**config.mk**
```make
export PLATFORM = sky130hd
export DESIGN_NAME = gradient_magnitude_dynamic_threshold
export DESIGN_NICKNAME = d
export VERILOG_FILES = /design/src/rtl/gmdt_pkg.sv /design/src/rtl/gmdt_mul.sv /design/src/rtl/gmdt_div.sv /design/src/rtl/gmdt_sqrt.sv /design/src/rtl/gradient_magnitude_dynamic_threshold.sv
export SDC_FILE = /design/constraint.sdc
export NUM_CORES = 2
export LEC_CHECK = 0
export BUFFER_PORTS_ARGS = -buffer_cell sky130_fd_sc_hd__buf_2
export CORE_UTILIZATION = 40
export DETAILED_ROUTE_END_ITERATION = 8
export HOLD_SLACK_MARGIN = 0.08
export PLACE_DENSITY = 0.56
export SLEW_MARGIN = 20
export SYNTH_ARGS = -nofsm -noshare
export SYNTH_HDL_FRONTEND = slang
export SYNTH_SLANG_ARGS = --single-unit
```
**constraint.sdc**
```tcl
create_clock -name i_clk -period 9.8 [get_ports i_clk]
set_input_delay 1.47 -clock i_clk [delete_from_list [all_inputs] [get_ports i_clk]]
set_output_delay 1.47 -clock i_clk [all_outputs]
set_load 0.01 [all_outputs]
```
**src/rtl/gmdt_pkg.sv**
```systemverilog
// gmdt_pkg: shared constants, types and codes of the gradient magnitude threshold block
// used by gmdt_mul, gmdt_div, gmdt_sqrt and gradient_magnitude_dynamic_threshold
// no dependencies
package gmdt_pkg;

    // frame accumulation limits
    localparam int MAX_PIXELS = 1048576;
    localparam int CNT_W      = $clog2(MAX_PIXELS + 1);
    localparam logic [CNT_W-1:0] MAX_COUNT = CNT_W'(MAX_PIXELS);

    // field and accumulator widths
    localparam int GRAD_W   = 16;
    localparam int MAG_W    = 16;
    localparam int FACTOR_W = 16;
    localparam int THR_W    = 24;
    localparam int SUM_W    = 36;
    localparam int SQS_W    = 52;
    localparam int SQ_W     = 32;
    localparam int MEAN_W   = 20;
    localparam int EX2_W    = 40;
    localparam int SD_W     = 24;
    localparam int ACC_W    = 42;

    // shared multiplier
    localparam int MUL_W  = 25;
    localparam int PROD_W = 2 * MUL_W;

    // shared divider
    localparam int DIV_W   = 60;
    localparam int DEN_W   = CNT_W;
    localparam int DCNT_W  = $clog2(DIV_W);
    localparam logic [DCNT_W-1:0] DIV_LAST = DCNT_W'(DIV_W - 1);

    // shared square root
    localparam int RAD_W  = 48;
    localparam int ROOT_W = RAD_W / 2;
    localparam logic [RAD_W-1:0] SQRT_BIT0 = RAD_W'(1) << (RAD_W - 2);

    // configuration
    localparam int PADDR_W = 3;
    localparam int PDATA_W = 32;
    localparam logic REG_FACTOR = 1'b0;
    localparam logic [FACTOR_W-1:0] FACTOR_RESET = 16'd256;

    // threshold saturation bounds
    localparam logic [THR_W-1:0] THR_MAX = 24'h7fffff;
    localparam logic [THR_W-1:0] THR_MIN = 24'h800000;

    // status of an iterative unit
    typedef struct packed {
        logic busy;
        logic done;
    } t_unit_sts;

    typedef enum logic [4:0] {
        S_IDLE,
        S_SQX,
        S_SQY,
        S_SQSUM,
        S_MAG_WAIT,
        S_MAGSQ,
        S_ACC,
        S_MEAN_GO,
        S_MEAN_WAIT,
        S_EX2_GO,
        S_EX2_WAIT,
        S_MSQ,
        S_VAR,
        S_VAR_GO,
        S_VAR_WAIT,
        S_SD_GO,
        S_SD_WAIT,
        S_FMUL,
        S_THR,
        S_OUT
    } t_state;

endpackage

```
**src/rtl/gmdt_mul.sv**
```systemverilog
// gmdt_mul: shared signed multiplier with registered product
// depends on gmdt_pkg
module gmdt_mul (
    input  logic                                 i_clk,
    input  logic signed [gmdt_pkg::MUL_W-1:0]    i_a,
    input  logic signed [gmdt_pkg::MUL_W-1:0]    i_b,
    output logic signed [gmdt_pkg::PROD_W-1:0]   o_prod
);

    logic signed [gmdt_pkg::PROD_W-1:0] r_prod;

    always_ff @(posedge i_clk) begin
        r_prod <= i_a * i_b;
    end

    assign o_prod = r_prod;

endmodule

```
**src/rtl/gmdt_div.sv**
```systemverilog
// gmdt_div: restoring divider, one quotient bit per cycle
// depends on gmdt_pkg
module gmdt_div (
    input  logic                                i_clk,
    input  logic                                i_rst_n,
    input  logic                                i_start,
    input  logic [gmdt_pkg::DIV_W-1:0]          i_dividend,
    input  logic [gmdt_pkg::DEN_W-1:0]          i_divisor,
    output logic [gmdt_pkg::DIV_W-1:0]          o_quot,
    output gmdt_pkg::t_unit_sts                 o_sts
);

    logic [gmdt_pkg::DIV_W-1:0]  r_quot;
    logic [gmdt_pkg::DEN_W-1:0]  r_rem;
    logic [gmdt_pkg::DEN_W-1:0]  r_den;
    logic [gmdt_pkg::DCNT_W-1:0] r_cnt;
    logic                        r_busy;
    logic                        r_done;
    logic [gmdt_pkg::DEN_W:0]    w_trial;
    logic [gmdt_pkg::DEN_W:0]    w_diff;
    logic                        w_ge;

    // shift in the next dividend bit and try to subtract
    assign w_trial = {r_rem, r_quot[gmdt_pkg::DIV_W-1]};
    assign w_ge    = w_trial >= {1'b0, r_den};
    assign w_diff  = w_trial - {1'b0, r_den};

    always_ff @(posedge i_clk) begin
        if (!i_rst_n) begin
            r_busy <= 1'b0;
            r_done <= 1'b0;
        end else begin
            r_done <= 1'b0;
            if (i_start) begin
                r_quot <= i_dividend;
                r_rem  <= '0;
                r_den  <= i_divisor;
                r_cnt  <= '0;
                r_busy <= 1'b1;
            end else if (r_busy) begin
                r_rem  <= w_ge ? w_diff[gmdt_pkg::DEN_W-1:0] : w_trial[gmdt_pkg::DEN_W-1:0];
                r_quot <= {r_quot[gmdt_pkg::DIV_W-2:0], w_ge};
                r_cnt  <= r_cnt + 1'b1;
                if (r_cnt == gmdt_pkg::DIV_LAST) begin
                    r_busy <= 1'b0;
                    r_done <= 1'b1;
                end
            end
        end
    end

    assign o_quot     = r_quot;
    assign o_sts.busy = r_busy;
    assign o_sts.done = r_done;

endmodule

```
**src/rtl/gmdt_sqrt.sv**
```systemverilog
// gmdt_sqrt: digit-by-digit integer square root, one result bit per cycle
// depends on gmdt_pkg
module gmdt_sqrt (
    input  logic                                i_clk,
    input  logic                                i_rst_n,
    input  logic                                i_start,
    input  logic [gmdt_pkg::RAD_W-1:0]          i_radicand,
    output logic [gmdt_pkg::ROOT_W-1:0]         o_root,
    output gmdt_pkg::t_unit_sts                 o_sts
);

    logic [gmdt_pkg::RAD_W-1:0] r_v;
    logic [gmdt_pkg::RAD_W-1:0] r_res;
    logic [gmdt_pkg::RAD_W-1:0] r_bit;
    logic                       r_busy;
    logic                       r_done;
    logic [gmdt_pkg::RAD_W-1:0] w_trial;
    logic                       w_ge;

    assign w_trial = r_res + r_bit;
    assign w_ge    = r_v >= w_trial;

    always_ff @(posedge i_clk) begin
        if (!i_rst_n) begin
            r_busy <= 1'b0;
            r_done <= 1'b0;
        end else begin
            r_done <= 1'b0;
            if (i_start) begin
                r_v    <= i_radicand;
                r_res  <= '0;
                r_bit  <= gmdt_pkg::SQRT_BIT0;
                r_busy <= 1'b1;
            end else if (r_busy) begin
                if (w_ge) begin
                    r_v   <= r_v - w_trial;
                    r_res <= (r_res >> 1) + r_bit;
                end else begin
                    r_res <= r_res >> 1;
                end
                r_bit <= r_bit >> 2;
                if (r_bit[0]) begin
                    r_busy <= 1'b0;
                    r_done <= 1'b1;
                end
            end
        end
    end

    assign o_root     = r_res[gmdt_pkg::ROOT_W-1:0];
    assign o_sts.busy = r_busy;
    assign o_sts.done = r_done;

endmodule

```
**src/rtl/gradient_magnitude_dynamic_threshold.sv**
```systemverilog
// gradient_magnitude_dynamic_threshold: per-pixel gradient magnitude and end-of-frame
// mean plus scaled deviation threshold; top level with sequencer and config port
// depends on gmdt_pkg, gmdt_mul, gmdt_div, gmdt_sqrt
//
// usage
//   input channel (i_valid / o_ready) carries one pixel gradient pair and a last flag
//   output channel (o_valid / i_ready) returns one result per pixel: the magnitude,
//   and on the last pixel of a frame the threshold with o_threshold_valid set
//   stddev_factor is written through the apb-style port at byte address 0; the user must
//   write it only while the block is idle, the block does not enforce it; pready is always high
// structure
//   one shared multiplier, one bit-serial divider and one bit-serial square root
//   are stepped by the sequencer below
//   an ordinary pixel goes through two squares, the root, the magnitude square and
//   the accumulate from transfer in to result ready
//   a last pixel adds three divisions, a second root and two multiply steps;
//   o_ready is high only while the sequencer is idle
// reset and stall
//   reset clears the frame accumulators and sets stddev_factor to 1.0 (256)
//   results sit in an output register; a new pixel is taken while it waits, and
//   the sequencer holds its finished result until the output register frees up
module gradient_magnitude_dynamic_threshold (
    input  logic                                   i_clk,
    input  logic                                   i_rst_n,
    // pixel input channel
    input  logic                                   i_valid,
    output logic                                   o_ready,
    input  logic signed [gmdt_pkg::GRAD_W-1:0]     i_grad_x,
    input  logic signed [gmdt_pkg::GRAD_W-1:0]     i_grad_y,
    input  logic                                   i_last_pixel,
    // result output channel
    output logic                                   o_valid,
    input  logic                                   i_ready,
    output logic [gmdt_pkg::MAG_W-1:0]             o_magnitude,
    output logic signed [gmdt_pkg::THR_W-1:0]      o_threshold,
    output logic                                   o_threshold_valid,
    // configuration port
    input  logic                                   psel,
    input  logic                                   penable,
    input  logic                                   pwrite,
    input  logic [gmdt_pkg::PADDR_W-1:0]           paddr,
    input  logic [gmdt_pkg::PDATA_W-1:0]           pwdata,
    output logic [gmdt_pkg::PDATA_W-1:0]           prdata,
    output logic                                   pready
);

    gmdt_pkg::t_state r_state;
    gmdt_pkg::t_state n_state;

    // config register
    logic [gmdt_pkg::FACTOR_W-1:0] r_factor;

    // latched pixel
    logic signed [gmdt_pkg::GRAD_W-1:0] r_gx;
    logic signed [gmdt_pkg::GRAD_W-1:0] r_gy;
    logic                               r_last;

    // working registers
    logic [gmdt_pkg::SQ_W-1:0]   r_sqx;
    logic [gmdt_pkg::MAG_W-1:0]  r_mag;
    logic [gmdt_pkg::MEAN_W-1:0] r_mean8;
    logic [gmdt_pkg::EX2_W-1:0]  r_ex2;
    logic [gmdt_pkg::EX2_W-1:0]  r_var;
    logic [gmdt_pkg::SD_W-1:0]   r_sd12;
    logic [gmdt_pkg::THR_W-1:0]  r_thr;

    // frame accumulators
    logic [gmdt_pkg::CNT_W-1:0] r_count;
    logic [gmdt_pkg::SUM_W-1:0] r_sum;
    logic [gmdt_pkg::SQS_W-1:0] r_sumsq;

    // output register
    logic                        r_out_valid;
    logic [gmdt_pkg::MAG_W-1:0]  r_out_mag;
    logic [gmdt_pkg::THR_W-1:0]  r_out_thr;
    logic                        r_out_tv;

    // shared unit hookup
    logic signed [gmdt_pkg::MUL_W-1:0]  w_mul_a;
    logic signed [gmdt_pkg::MUL_W-1:0]  w_mul_b;
    logic signed [gmdt_pkg::PROD_W-1:0] w_prod;
    logic                               w_div_start;
    logic [gmdt_pkg::DIV_W-1:0]         w_dividend;
    logic [gmdt_pkg::DIV_W-1:0]         w_quot;
    gmdt_pkg::t_unit_sts                w_div_sts;
    logic                               w_sqrt_start;
    logic [gmdt_pkg::RAD_W-1:0]         w_radicand;
    logic [gmdt_pkg::ROOT_W-1:0]        w_root;
    gmdt_pkg::t_unit_sts                w_sqrt_sts;

    // handshake helpers
    logic w_in_xfer;
    logic w_out_free;
    logic w_cfg_wr;

    // threshold arithmetic
    logic [gmdt_pkg::SQ_W-1:0]         w_sq;
    logic [gmdt_pkg::EX2_W-1:0]        w_msq;
    logic signed [gmdt_pkg::ACC_W-1:0] w_acc;
    logic signed [gmdt_pkg::ACC_W-17:0] w_t;
    logic [gmdt_pkg::THR_W-1:0]        w_thr_sat;

    assign w_in_xfer  = i_valid && o_ready;
    assign w_out_free = !r_out_valid || i_ready;
    assign w_cfg_wr   = psel && penable && pwrite && (paddr[2] == gmdt_pkg::REG_FACTOR);

    // ------------------------------------------------------------------
    // shared units
    // ------------------------------------------------------------------
    gmdt_mul u_mul (
        .i_clk  (i_clk),
        .i_a    (w_mul_a),
        .i_b    (w_mul_b),
        .o_prod (w_prod)
    );

    gmdt_div u_div (
        .i_clk      (i_clk),
        .i_rst_n    (i_rst_n),
        .i_start    (w_div_start),
        .i_dividend (w_dividend),
        .i_divisor  (r_count),
        .o_quot     (w_quot),
        .o_sts      (w_div_sts)
    );

    gmdt_sqrt u_sqrt (
        .i_clk      (i_clk),
        .i_rst_n    (i_rst_n),
        .i_start    (w_sqrt_start),
        .i_radicand (w_radicand),
        .o_root     (w_root),
        .o_sts      (w_sqrt_sts)
    );

    // ------------------------------------------------------------------
    // datapath arithmetic
    // ------------------------------------------------------------------
    // gx^2 + gy^2, the second square arrives in the cycle after the first
    assign w_sq  = r_sqx + w_prod[gmdt_pkg::SQ_W-1:0];
    assign w_msq = w_prod[gmdt_pkg::EX2_W-1:0];

    // factor * sd12 + mean8 * 4096, then floor by 2^16 via arithmetic shift
    assign w_acc = $signed(w_prod[gmdt_pkg::ACC_W-1:0])
                 + $signed({10'b0, r_mean8, 12'b0});
    assign w_t   = w_acc[gmdt_pkg::ACC_W-1:16];

    // saturate to the signed 24-bit range
    always_comb begin
        if ((w_t[25:23] == 3'b000) || (w_t[25:23] == 3'b111)) begin
            w_thr_sat = w_t[gmdt_pkg::THR_W-1:0];
        end else if (w_t[25]) begin
            w_thr_sat = gmdt_pkg::THR_MIN;
        end else begin
            w_thr_sat = gmdt_pkg::THR_MAX;
        end
    end

    // ------------------------------------------------------------------
    // sequencer
    // ------------------------------------------------------------------
    always_ff @(posedge i_clk) begin
        if (!i_rst_n) begin
            r_state <= gmdt_pkg::S_IDLE;
        end else begin
            r_state <= n_state;
        end
    end

    always_comb begin
        n_state      = r_state;
        w_mul_a      = '0;
        w_mul_b      = '0;
        w_div_start  = 1'b0;
        w_dividend   = '0;
        w_sqrt_start = 1'b0;
        w_radicand   = '0;
        unique case (r_state)
            gmdt_pkg::S_IDLE: begin
                if (i_valid) begin
                    n_state = gmdt_pkg::S_SQX;
                end
            end
            gmdt_pkg::S_SQX: begin
                w_mul_a = {{9{r_gx[15]}}, r_gx};
                w_mul_b = {{9{r_gx[15]}}, r_gx};
                n_state = gmdt_pkg::S_SQY;
            end
            gmdt_pkg::S_SQY: begin
                w_mul_a = {{9{r_gy[15]}}, r_gy};
                w_mul_b = {{9{r_gy[15]}}, r_gy};
                n_state = gmdt_pkg::S_SQSUM;
            end
            gmdt_pkg::S_SQSUM: begin
                w_sqrt_start = 1'b1;
                w_radicand   = {16'b0, w_sq};
                n_state      = gmdt_pkg::S_MAG_WAIT;
            end
            gmdt_pkg::S_MAG_WAIT: begin
                if (w_sqrt_sts.done) begin
                    n_state = gmdt_pkg::S_MAGSQ;
                end
            end
            gmdt_pkg::S_MAGSQ: begin
                w_mul_a = {9'b0, r_mag};
                w_mul_b = {9'b0, r_mag};
                n_state = gmdt_pkg::S_ACC;
            end
            gmdt_pkg::S_ACC: begin
                n_state = r_last ? gmdt_pkg::S_MEAN_GO : gmdt_pkg::S_OUT;
            end
            gmdt_pkg::S_MEAN_GO: begin
                w_div_start = 1'b1;
                w_dividend  = {20'b0, r_sum, 4'b0};
                n_state     = gmdt_pkg::S_MEAN_WAIT;
            end
            gmdt_pkg::S_MEAN_WAIT: begin
                if (w_div_sts.done) begin
                    n_state = gmdt_pkg::S_EX2_GO;
                end
            end
            gmdt_pkg::S_EX2_GO: begin
                w_div_start = 1'b1;
                w_dividend  = {r_sumsq, 8'b0};
                n_state     = gmdt_pkg::S_EX2_WAIT;
            end
            gmdt_pkg::S_EX2_WAIT: begin
                if (w_div_sts.done) begin
                    n_state = gmdt_pkg::S_MSQ;
                end
            end
            gmdt_pkg::S_MSQ: begin
                w_mul_a = {5'b0, r_mean8};
                w_mul_b = {5'b0, r_mean8};
                n_state = gmdt_pkg::S_VAR;
            end
            gmdt_pkg::S_VAR: begin
                n_state = gmdt_pkg::S_VAR_GO;
            end
            gmdt_pkg::S_VAR_GO: begin
                w_div_start = 1'b1;
                w_dividend  = {12'b0, r_var, 8'b0};
                n_state     = gmdt_pkg::S_VAR_WAIT;
            end
            gmdt_pkg::S_VAR_WAIT: begin
                if (w_div_sts.done) begin
                    n_state = gmdt_pkg::S_SD_GO;
                end
            end
            gmdt_pkg::S_SD_GO: begin
                w_sqrt_start = 1'b1;
                w_radicand   = w_quot[gmdt_pkg::RAD_W-1:0];
                n_state      = gmdt_pkg::S_SD_WAIT;
            end
            gmdt_pkg::S_SD_WAIT: begin
                if (w_sqrt_sts.done) begin
                    n_state = gmdt_pkg::S_FMUL;
                end
            end
            gmdt_pkg::S_FMUL: begin
                w_mul_a = {{9{r_factor[15]}}, r_factor};
                w_mul_b = {1'b0, r_sd12};
                n_state = gmdt_pkg::S_THR;
            end
            gmdt_pkg::S_THR: begin
                n_state = gmdt_pkg::S_OUT;
            end
            gmdt_pkg::S_OUT: begin
                if (w_out_free) begin
                    n_state = gmdt_pkg::S_IDLE;
                end
            end
            default: begin
                n_state = gmdt_pkg::S_IDLE;
            end
        endcase
    end

    // ------------------------------------------------------------------
    // datapath registers
    // ------------------------------------------------------------------
    always_ff @(posedge i_clk) begin
        if (!i_rst_n) begin
            r_count <= '0;
            r_sum   <= '0;
            r_sumsq <= '0;
        end else begin
            unique case (r_state)
                gmdt_pkg::S_IDLE: begin
                    if (w_in_xfer) begin
                        r_gx   <= i_grad_x;
                        r_gy   <= i_grad_y;
                        r_last <= i_last_pixel;
                    end
                end
                gmdt_pkg::S_SQY: begin
                    r_sqx <= w_prod[gmdt_pkg::SQ_W-1:0];
                end
                gmdt_pkg::S_MAG_WAIT: begin
                    if (w_sqrt_sts.done) begin
                        r_mag <= w_root[gmdt_pkg::MAG_W-1:0];
                    end
                end
                gmdt_pkg::S_ACC: begin
                    // pixels beyond the frame limit get a magnitude but are not counted
                    if (r_count < gmdt_pkg::MAX_COUNT) begin
                        r_count <= r_count + 1'b1;
                        r_sum   <= r_sum + {20'b0, r_mag};
                        r_sumsq <= r_sumsq + {20'b0, w_prod[gmdt_pkg::SQ_W-1:0]};
                    end
                end
                gmdt_pkg::S_MEAN_WAIT: begin
                    if (w_div_sts.done) begin
                        r_mean8 <= w_quot[gmdt_pkg::MEAN_W-1:0];
                    end
                end
                gmdt_pkg::S_EX2_WAIT: begin
                    if (w_div_sts.done) begin
                        r_ex2 <= w_quot[gmdt_pkg::EX2_W-1:0];
                    end
                end
                gmdt_pkg::S_VAR: begin
                    // population variance, clamped at zero
                    r_var <= (r_ex2 > w_msq) ? (r_ex2 - w_msq) : '0;
                end
                gmdt_pkg::S_SD_WAIT: begin
                    if (w_sqrt_sts.done) begin
                        r_sd12 <= w_root;
                    end
                end
                gmdt_pkg::S_THR: begin
                    r_thr   <= w_thr_sat;
                    r_count <= '0;
                    r_sum   <= '0;
                    r_sumsq <= '0;
                end
                default: begin
                end
            endcase
        end
    end

    // ------------------------------------------------------------------
    // output register
    // ------------------------------------------------------------------
    always_ff @(posedge i_clk) begin
        if (!i_rst_n) begin
            r_out_valid <= 1'b0;
        end else begin
            if ((r_state == gmdt_pkg::S_OUT) && w_out_free) begin
                r_out_valid <= 1'b1;
                r_out_mag   <= r_mag;
                r_out_thr   <= r_last ? r_thr : '0;
                r_out_tv    <= r_last;
            end else if (i_ready) begin
                r_out_valid <= 1'b0;
            end
        end
    end

    assign o_ready           = (r_state == gmdt_pkg::S_IDLE);
    assign o_valid           = r_out_valid;
    assign o_magnitude       = r_out_mag;
    assign o_threshold       = r_out_thr;
    assign o_threshold_valid = r_out_tv;

    // ------------------------------------------------------------------
    // configuration port
    // ------------------------------------------------------------------
    always_ff @(posedge i_clk) begin
        if (!i_rst_n) begin
            r_factor <= gmdt_pkg::FACTOR_RESET;
        end else if (w_cfg_wr) begin
            r_factor <= pwdata[gmdt_pkg::FACTOR_W-1:0];
        end
    end

    assign prdata = (paddr[2] == gmdt_pkg::REG_FACTOR) ? {16'b0, r_factor} : '0;
    assign pready = 1'b1;

`ifndef SYNTHESIS
    // frame count never passes the accumulation limit
    a_count_bound: assert property (@(posedge i_clk) disable iff (!i_rst_n)
        r_count <= gmdt_pkg::MAX_COUNT)
        else $error("pixel count beyond limit");

    // divider is only started when free
    a_div_free: assert property (@(posedge i_clk) disable iff (!i_rst_n)
        w_div_start |-> !w_div_sts.busy)
        else $error("divider started while busy");

    // square root is only started when free
    a_sqrt_free: assert property (@(posedge i_clk) disable iff (!i_rst_n)
        w_sqrt_start |-> !w_sqrt_sts.busy)
        else $error("square root started while busy");

    // a finished result waits while the output register is occupied and stalled
    a_out_hold: assert property (@(posedge i_clk) disable iff (!i_rst_n)
        (r_state == gmdt_pkg::S_OUT && r_out_valid && !i_ready)
        |=> (r_state == gmdt_pkg::S_OUT && r_out_valid))
        else $error("result dropped under stall");

    // the threshold step leaves the accumulators cleared
    a_frame_clear: assert property (@(posedge i_clk) disable iff (!i_rst_n)
        (r_state == gmdt_pkg::S_THR) |=> (r_count == '0 && r_sum == '0))
        else $error("accumulators not cleared at end of frame");
`endif

endmodule
```
# --- Word level (Yosys, flattened, before mapping) ---
# Index checks and enable logic that the tools add are counted.
totals:
  inputBits: 75
  reg_bits: 675
  out_inout_bits: 76
  elab_cells: 159
classes:
  eq_ne: 29
  n_lt_le_gt_ge: 4
  multipliers: 1
  reduce_logical: 34
  bitwise: 4
  mux: 45
  n_addsub: 11
ops:
  columns: ["operator", "n"]
  rows:
  - ["one-hot mux 25 bit (5 select lines)", 2]
  - ["2-to-1 mux 48 bit", 5]
  - ["one-hot mux 60 bit (3 select lines)", 1]
  - ["2-to-1 mux 60 bit", 2]
  - ["one-hot mux 52 bit (2 select lines)", 1]
  - ["one-hot mux 5 bit (20 select lines)", 1]
  - ["one-hot mux 48 bit (2 select lines)", 1]
  - ["one-hot mux 36 bit (2 select lines)", 1]
  - ["2-to-1 mux 21 bit", 3]
  - ["adder 52 x 32 -> 52 bit", 1]
  - ["2-to-1 mux 52 bit", 1]
  - ["adder 47 x 47 -> 48 bit", 1]
  - ["adder 48 x 47 -> 48 bit", 1]
  - [">= comparator 48 bit", 1]
  - ["2-to-1 mux 24 bit", 2]
  - ["subtractor 48 bit", 1]
  - ["2-to-1 mux 47 bit", 1]
  - ["adder 42 x 33 -> 42 bit", 1]
  - ["multiplier 25 x 25 -> 42 bit", 1]
  - ["one-hot mux 21 bit (2 select lines)", 1]
  - ["equality test 5 x 4 -> 1 bit, second input constant", 8]
  - ["greater-than comparator 40 bit", 1]
  - ["2-to-1 mux 5 bit", 8]
  - ["subtractor 40 bit", 1]
  - ["31 further kinds", 81]

# --- Longest topological paths before layout ---
depth:
  word_depth: 5
  depth_mapped: 35

# --- Cells and area by module ---
# A second synthesis with hierarchy kept.
hier_totals:
  hier_cells: 6834
  hier_area_um2: 65379.0
by_module_without_submodules:
  columns: ["mod", "area_each_um2", "seq_area_each_um2", "cells_each", "n_inst"]
  rows:
  - ["gmdt_mul", 24130.6, 1001.0, 2571, 1]
  - ["gradient_magnitude_dynamic_threshold", 23289.8, 10730.3, 2382, 1]
  - ["gmdt_sqrt", 11945.2, 3643.5, 1408, 1]
  - ["gmdt_div", 6013.3, 3283.1, 473, 1]

# --- Least setup slack after synthesis ---
# OpenSTA, ideal clock, no wires.
synth_timing:
  path_type: "register to register"
  start: "reg r_state[4]"
  end: "reg u_mul.r_prod, in the netlist u_mul.o_prod[40]"
  period_less_slack_ps: 8075
  path_buffers: 4
  arrival_ps: 8003
  t_required_ps: 9728
  stages_incl_launch_ff: 34
  path_slack_ps: 1725
  path_cell_list: "dfxtp_1 > clkbuf_1 > nand3b_1 > nor2_1 > clkbuf_1 > a22oi_1 > nand2_1 > a21o_1 > clkbuf_1 > clkbuf_1 > nand2_1 > fa_1 > inv_1 > fa_1 > inv_1 > fa_1 > fa_1 > inv_1 > fa_1 > fa_1 > inv_1 > fa_1 > inv_1 > ha_1 > a21o_1 > a21o_1 > a21oi_1 > o21ai_0 > a211o_1 > o2111ai_1 > a31o_2 > o21ai_0 > a21oi_1 > xnor2_1"
synth_via:
  elab_chain_cells: 3
synth_lines:
  columns: ["item", "line_no", "rtl"]
  rows:
  - ["start: declaration", "gradient_magnitude_dynamic_threshold.sv:47", "gmdt_pkg::t_state r_state;"]
  - ["start signal: assignment", "gradient_magnitude_dynamic_threshold.sv:164", "r_state <= gmdt_pkg::S_IDLE;"]
  - ["start signal: assignment", "gradient_magnitude_dynamic_threshold.sv:166", "r_state <= n_state;"]
  - ["equality test 5 bit, or another cell as far along", "gradient_magnitude_dynamic_threshold.sv:178", "unique case (r_state)"]
  - ["one-hot mux 25 bit (5 select lines)", "gradient_magnitude_dynamic_threshold.sv:178", null]
  - ["multiplier 25 x 25 -> 42 bit *", "gmdt_mul.sv:13", "r_prod <= i_a * i_b;"]
  - ["end signal: assignment", "gmdt_mul.sv:13", null]
  - ["end: declaration", "gmdt_mul.sv:10", "logic signed [gmdt_pkg::PROD_W-1:0] r_prod;"]
# Every way passes the cells marked *; elsewhere a longest branch is shown, timed or not.
# A chain may end at the register's enable or synchronous reset.

# --- Worst setup path in the final report ---
layout_timing:
  start: "reg r_state[4]"
  end: "reg u_mul.r_prod, in the netlist u_mul.o_prod[41]"
# The elaborated chain is that of the path after synthesis.

==> run metrics <==
Fillers 13,820; RSZ-0062 raised after global routing no; Leak around 27 nW; Routability Congestion between 0.9 and 1; worst skew pair latency between 0.6 and 0.7 ns; CTS tree done; Longest Clk Path Bufs 3; Seq/Total Area, Yosys ~32%; share of cells above drive strength 1 between 6 and 7%; die width roughly 380 um; fin util between 40% and 50%; port buffer count 115; Total GRT Usage between 20% and 30%; Critical Path Most Common Cell fa_1; DRT iter0 DRCs slightly below 4,000; post-cts hold buffer count 0; WHS about 0.45 ns; die area 144,900 um2; critical-path maximum fanout 23; Clk pin slew, worst setup/hold paths about 0.060 ns; Vias/cell 5.519; reg2reg path depth 29; Area growth syn-to-layout 10.03%; post-DP HPWL between 100 and 150 mm; Setup crit start kind flip-flop; first-pass GRT wire length 265.4 mm; Placed Instance Area 60,420 um2; top-area cell type share of the netlist area 26.07%; post-route ant nets 0; top cells by area, synth edfxtp_1, fa_1, ha_1, dfxtp_1, inv_1; Worst slew margin approximately 25%; critical path depth 29; Hold Path Depth 2; synth unique cells 86; max incr delay on CP about 0.80 ns; Nets approximately 7,100; vias in the first global route 43,080; VDD IR max 0.4806 mV; area taken by multi-input logic gates 35,350 um2; Sink Count 675; Overall Power roughly 20 mW; drt pass-1 iters 9; GRT overflow 0; Post-Synthesis Cell Area ~57,000 um2; post-synthesis register bit count 675; Final setup viols 0; Async S/R FF share, synth 0%; worst hold path type reg2reg; WL final around 170 mm; Maximum Capacitance Violations 0; largest net degree at the start of global routing 76; Clock Skew 0.08565 ns; YS warnings 0; Critical Path RT 10.31 ns; element type at the critical path end flip-flop; Crit Path Class reg2reg; H-tree depth 3; Post-Synthesis Cells 6,023; Final Cell Area 63,110 um2; area leader, netlist edfxtp_1; outcome complete, no violations; power per cell area between 300 and 400 nW/um2; row count around 140; Chip Height approximately 380 um; Sequential Area around 18,000 um2; Post-synth EDFFs about 500; postcts setup bufs 0; Syn Area/Cell between 9 and 10 um2; clk root buf clkbuf_16; Worst Max-Slew Pin Slew 1.116 ns; final hold vios 0; core area around 140,000 um2; via count ~45,000; Initial Utilization between 40% and 50%; Fin Setup TNS 0 ns; delay-heaviest family, CP adder cells; Most used DFF post-synth edfxtp_1; fin crit period 9.370 ns; IO Pins ~150; slowest cell on the critical path a21oi_1; total CTS buffers approximately 80; cts repair resizes 0; WL per Instance between 20 and 25 um; Slew Limit Fails 0; Max Clk Rate 0.1067 GHz; drc violations 0; Buf+Inv Stages, Crit Path 6; Tcrit/Tclk final 95.61%; CP arrival a little under 10 ns; initial antenna violation count 2
[synthesized netlist by cell type (9+ instances only)]
master / number
o21a_1: 49
o31a_1: 10
a211oi_1: 43
o211ai_1: 20
xnor2_1: 217
fa_1: 531
a21boi_0: 16
a31oi_1: 94
edfxtp_1: 498
nor3_1: 75
and2_1: 90
o221ai_1: 12
o31ai_1: 33
a21o_1: 148
nand2b_1: 35
nor2_1: 611
and3_1: 54
clkbuf_1: 209
or2_2: 10
a211o_1: 9
buf_4: 17
nor2b_1: 69
a22o_1: 19
o21ai_0: 229
or4_1: 9
xor2_1: 145
dfxtp_1: 177
nor3b_1: 10
o21bai_1: 45
nand4_1: 57
nand3_1: 97
ha_1: 388
a21oi_1: 308
or3_1: 25
nand2_1: 660
a22oi_1: 80
nor4_1: 27
a31o_2: 14
inv_1: 729
mux2i_1: 19
a222oi_1: 17
[path summary, 6_finish.rpt]
path,from,endpoint,slack [ns]
worst max-delay path,r_state[4],u_mul.o_prod[41],0.43
worst min-delay path,u_div.r_busy,u_div.r_done,0.45
worst max register to register,r_state[4],u_mul.o_prod[41],0.43
worst min register to register,u_div.r_busy,u_div.r_done,0.45
[cells by family after synthesis]
group / synth area share [%]
AOI/OAI and AO/OA: 13.90
xor gates and xnor gates: 5.527
adders and majority gates: 26.99
buffers and inverters: 6.520
DFF: 32.25
muxes: 0.3512
other: 0.01309
and+or+nand+nor: 14.45
[power by group]
group          switching [mW]  internal (mW)  leakage (nW)
combinational            8.17           5.14          20.0
clock                    1.28           1.78          1.30
sequential              0.408           3.49          5.95
total                    9.86           10.4          27.3
[routing by layer]
layer / GRT usage, % / part of all wire [%] / vias to the layer above / routed length (um)
li1: - / - / 20630 / -
met1: 33.87 / 45 / 22250 / 78560
met2: 37.32 / 45 / 1399 / 77900
met3: 3.912 / 6.8 / 238 / 11770
met4: 7.921 / 3.4 / 2 / 5888
met5: 0 / 0.011 / - / 20
[metrics by stage]
| step | setup slack (ns) | instances |
|---|---|---|
| floorplan | 1.725 | 6040 |
| global placement | 0.6299 | 7919 |
| detailed placement | 0.5438 | 7919 |
| CTS | 0.5156 | 8065 |
| global route | 0.04919 | 8065 |
| finish | 0.4297 | 8067 |
[placed cells by master, fill, tap and decap left out, types with 17 or more instances in the layout]
cell / count
inv_1: 728
nand2_1: 659
nor2_1: 603
fa_1: 531
edfxtp_1: 498
ha_1: 388
a21oi_1: 305
o21ai_0: 229
xnor2_1: 217
dfxtp_1: 177
a21o_1: 148
xor2_1: 145
buf_2: 115
buf_4: 112
nand3_1: 97
a31oi_1: 94
and2_1: 89
a22oi_1: 80
clkbuf_16: 79
nor2b_1: 69
nor3_1: 66
nand4_1: 57
and3_1: 52
o21a_1: 49
o21bai_1: 45
a211oi_1: 43
nand2b_1: 35
o31ai_1: 33
nor4_1: 24
or3_1: 24
o211ai_1: 20
mux2i_1: 19
a22o_1: 19
conb_1: 19
a222oi_1: 17
clkinv_2: 17
[registers in the layout, summed over array words and instances, names as in the netlist, 20 cells and up]
signal / cells
u_div.o_quot: 60
r_sumsq: 52
u_sqrt.r_res: 48
u_sqrt.r_v: 48
u_mul.o_prod: 42
r_ex2: 40
r_var: 40
r_sum: 36
r_sqx: 32
o_threshold: 24
r_sd12: 24
r_thr: 24
u_sqrt.r_bit: 24
r_count: 21
u_div.r_den: 21
u_div.r_rem: 21
r_mean8: 20
[final cells by class]
class                           count  area share [%]
Sequential cell                   675           29.31
Tap cell                         1890           3.747
Clock buffer                       95           3.243
Antenna cell                        2        0.007930
Inverter                          731           4.347
Clock inverter                     51          0.9972
Timing Repair Buffer              230           2.339
Multi-Input combinational cell   4393           56.01
[worst register-to-register path: cells and delay by family, from the launching register on]
family / cells / cell delay (ns)
compound gates: 9 / 2.87
simple gates: 6 / 1.09
fa+ha+maj: 8 / 3.95
buf+inv: 6 / 0.75
flops: 1 / 0.58
Note: power is estimated with default switching activity, not from simulation.
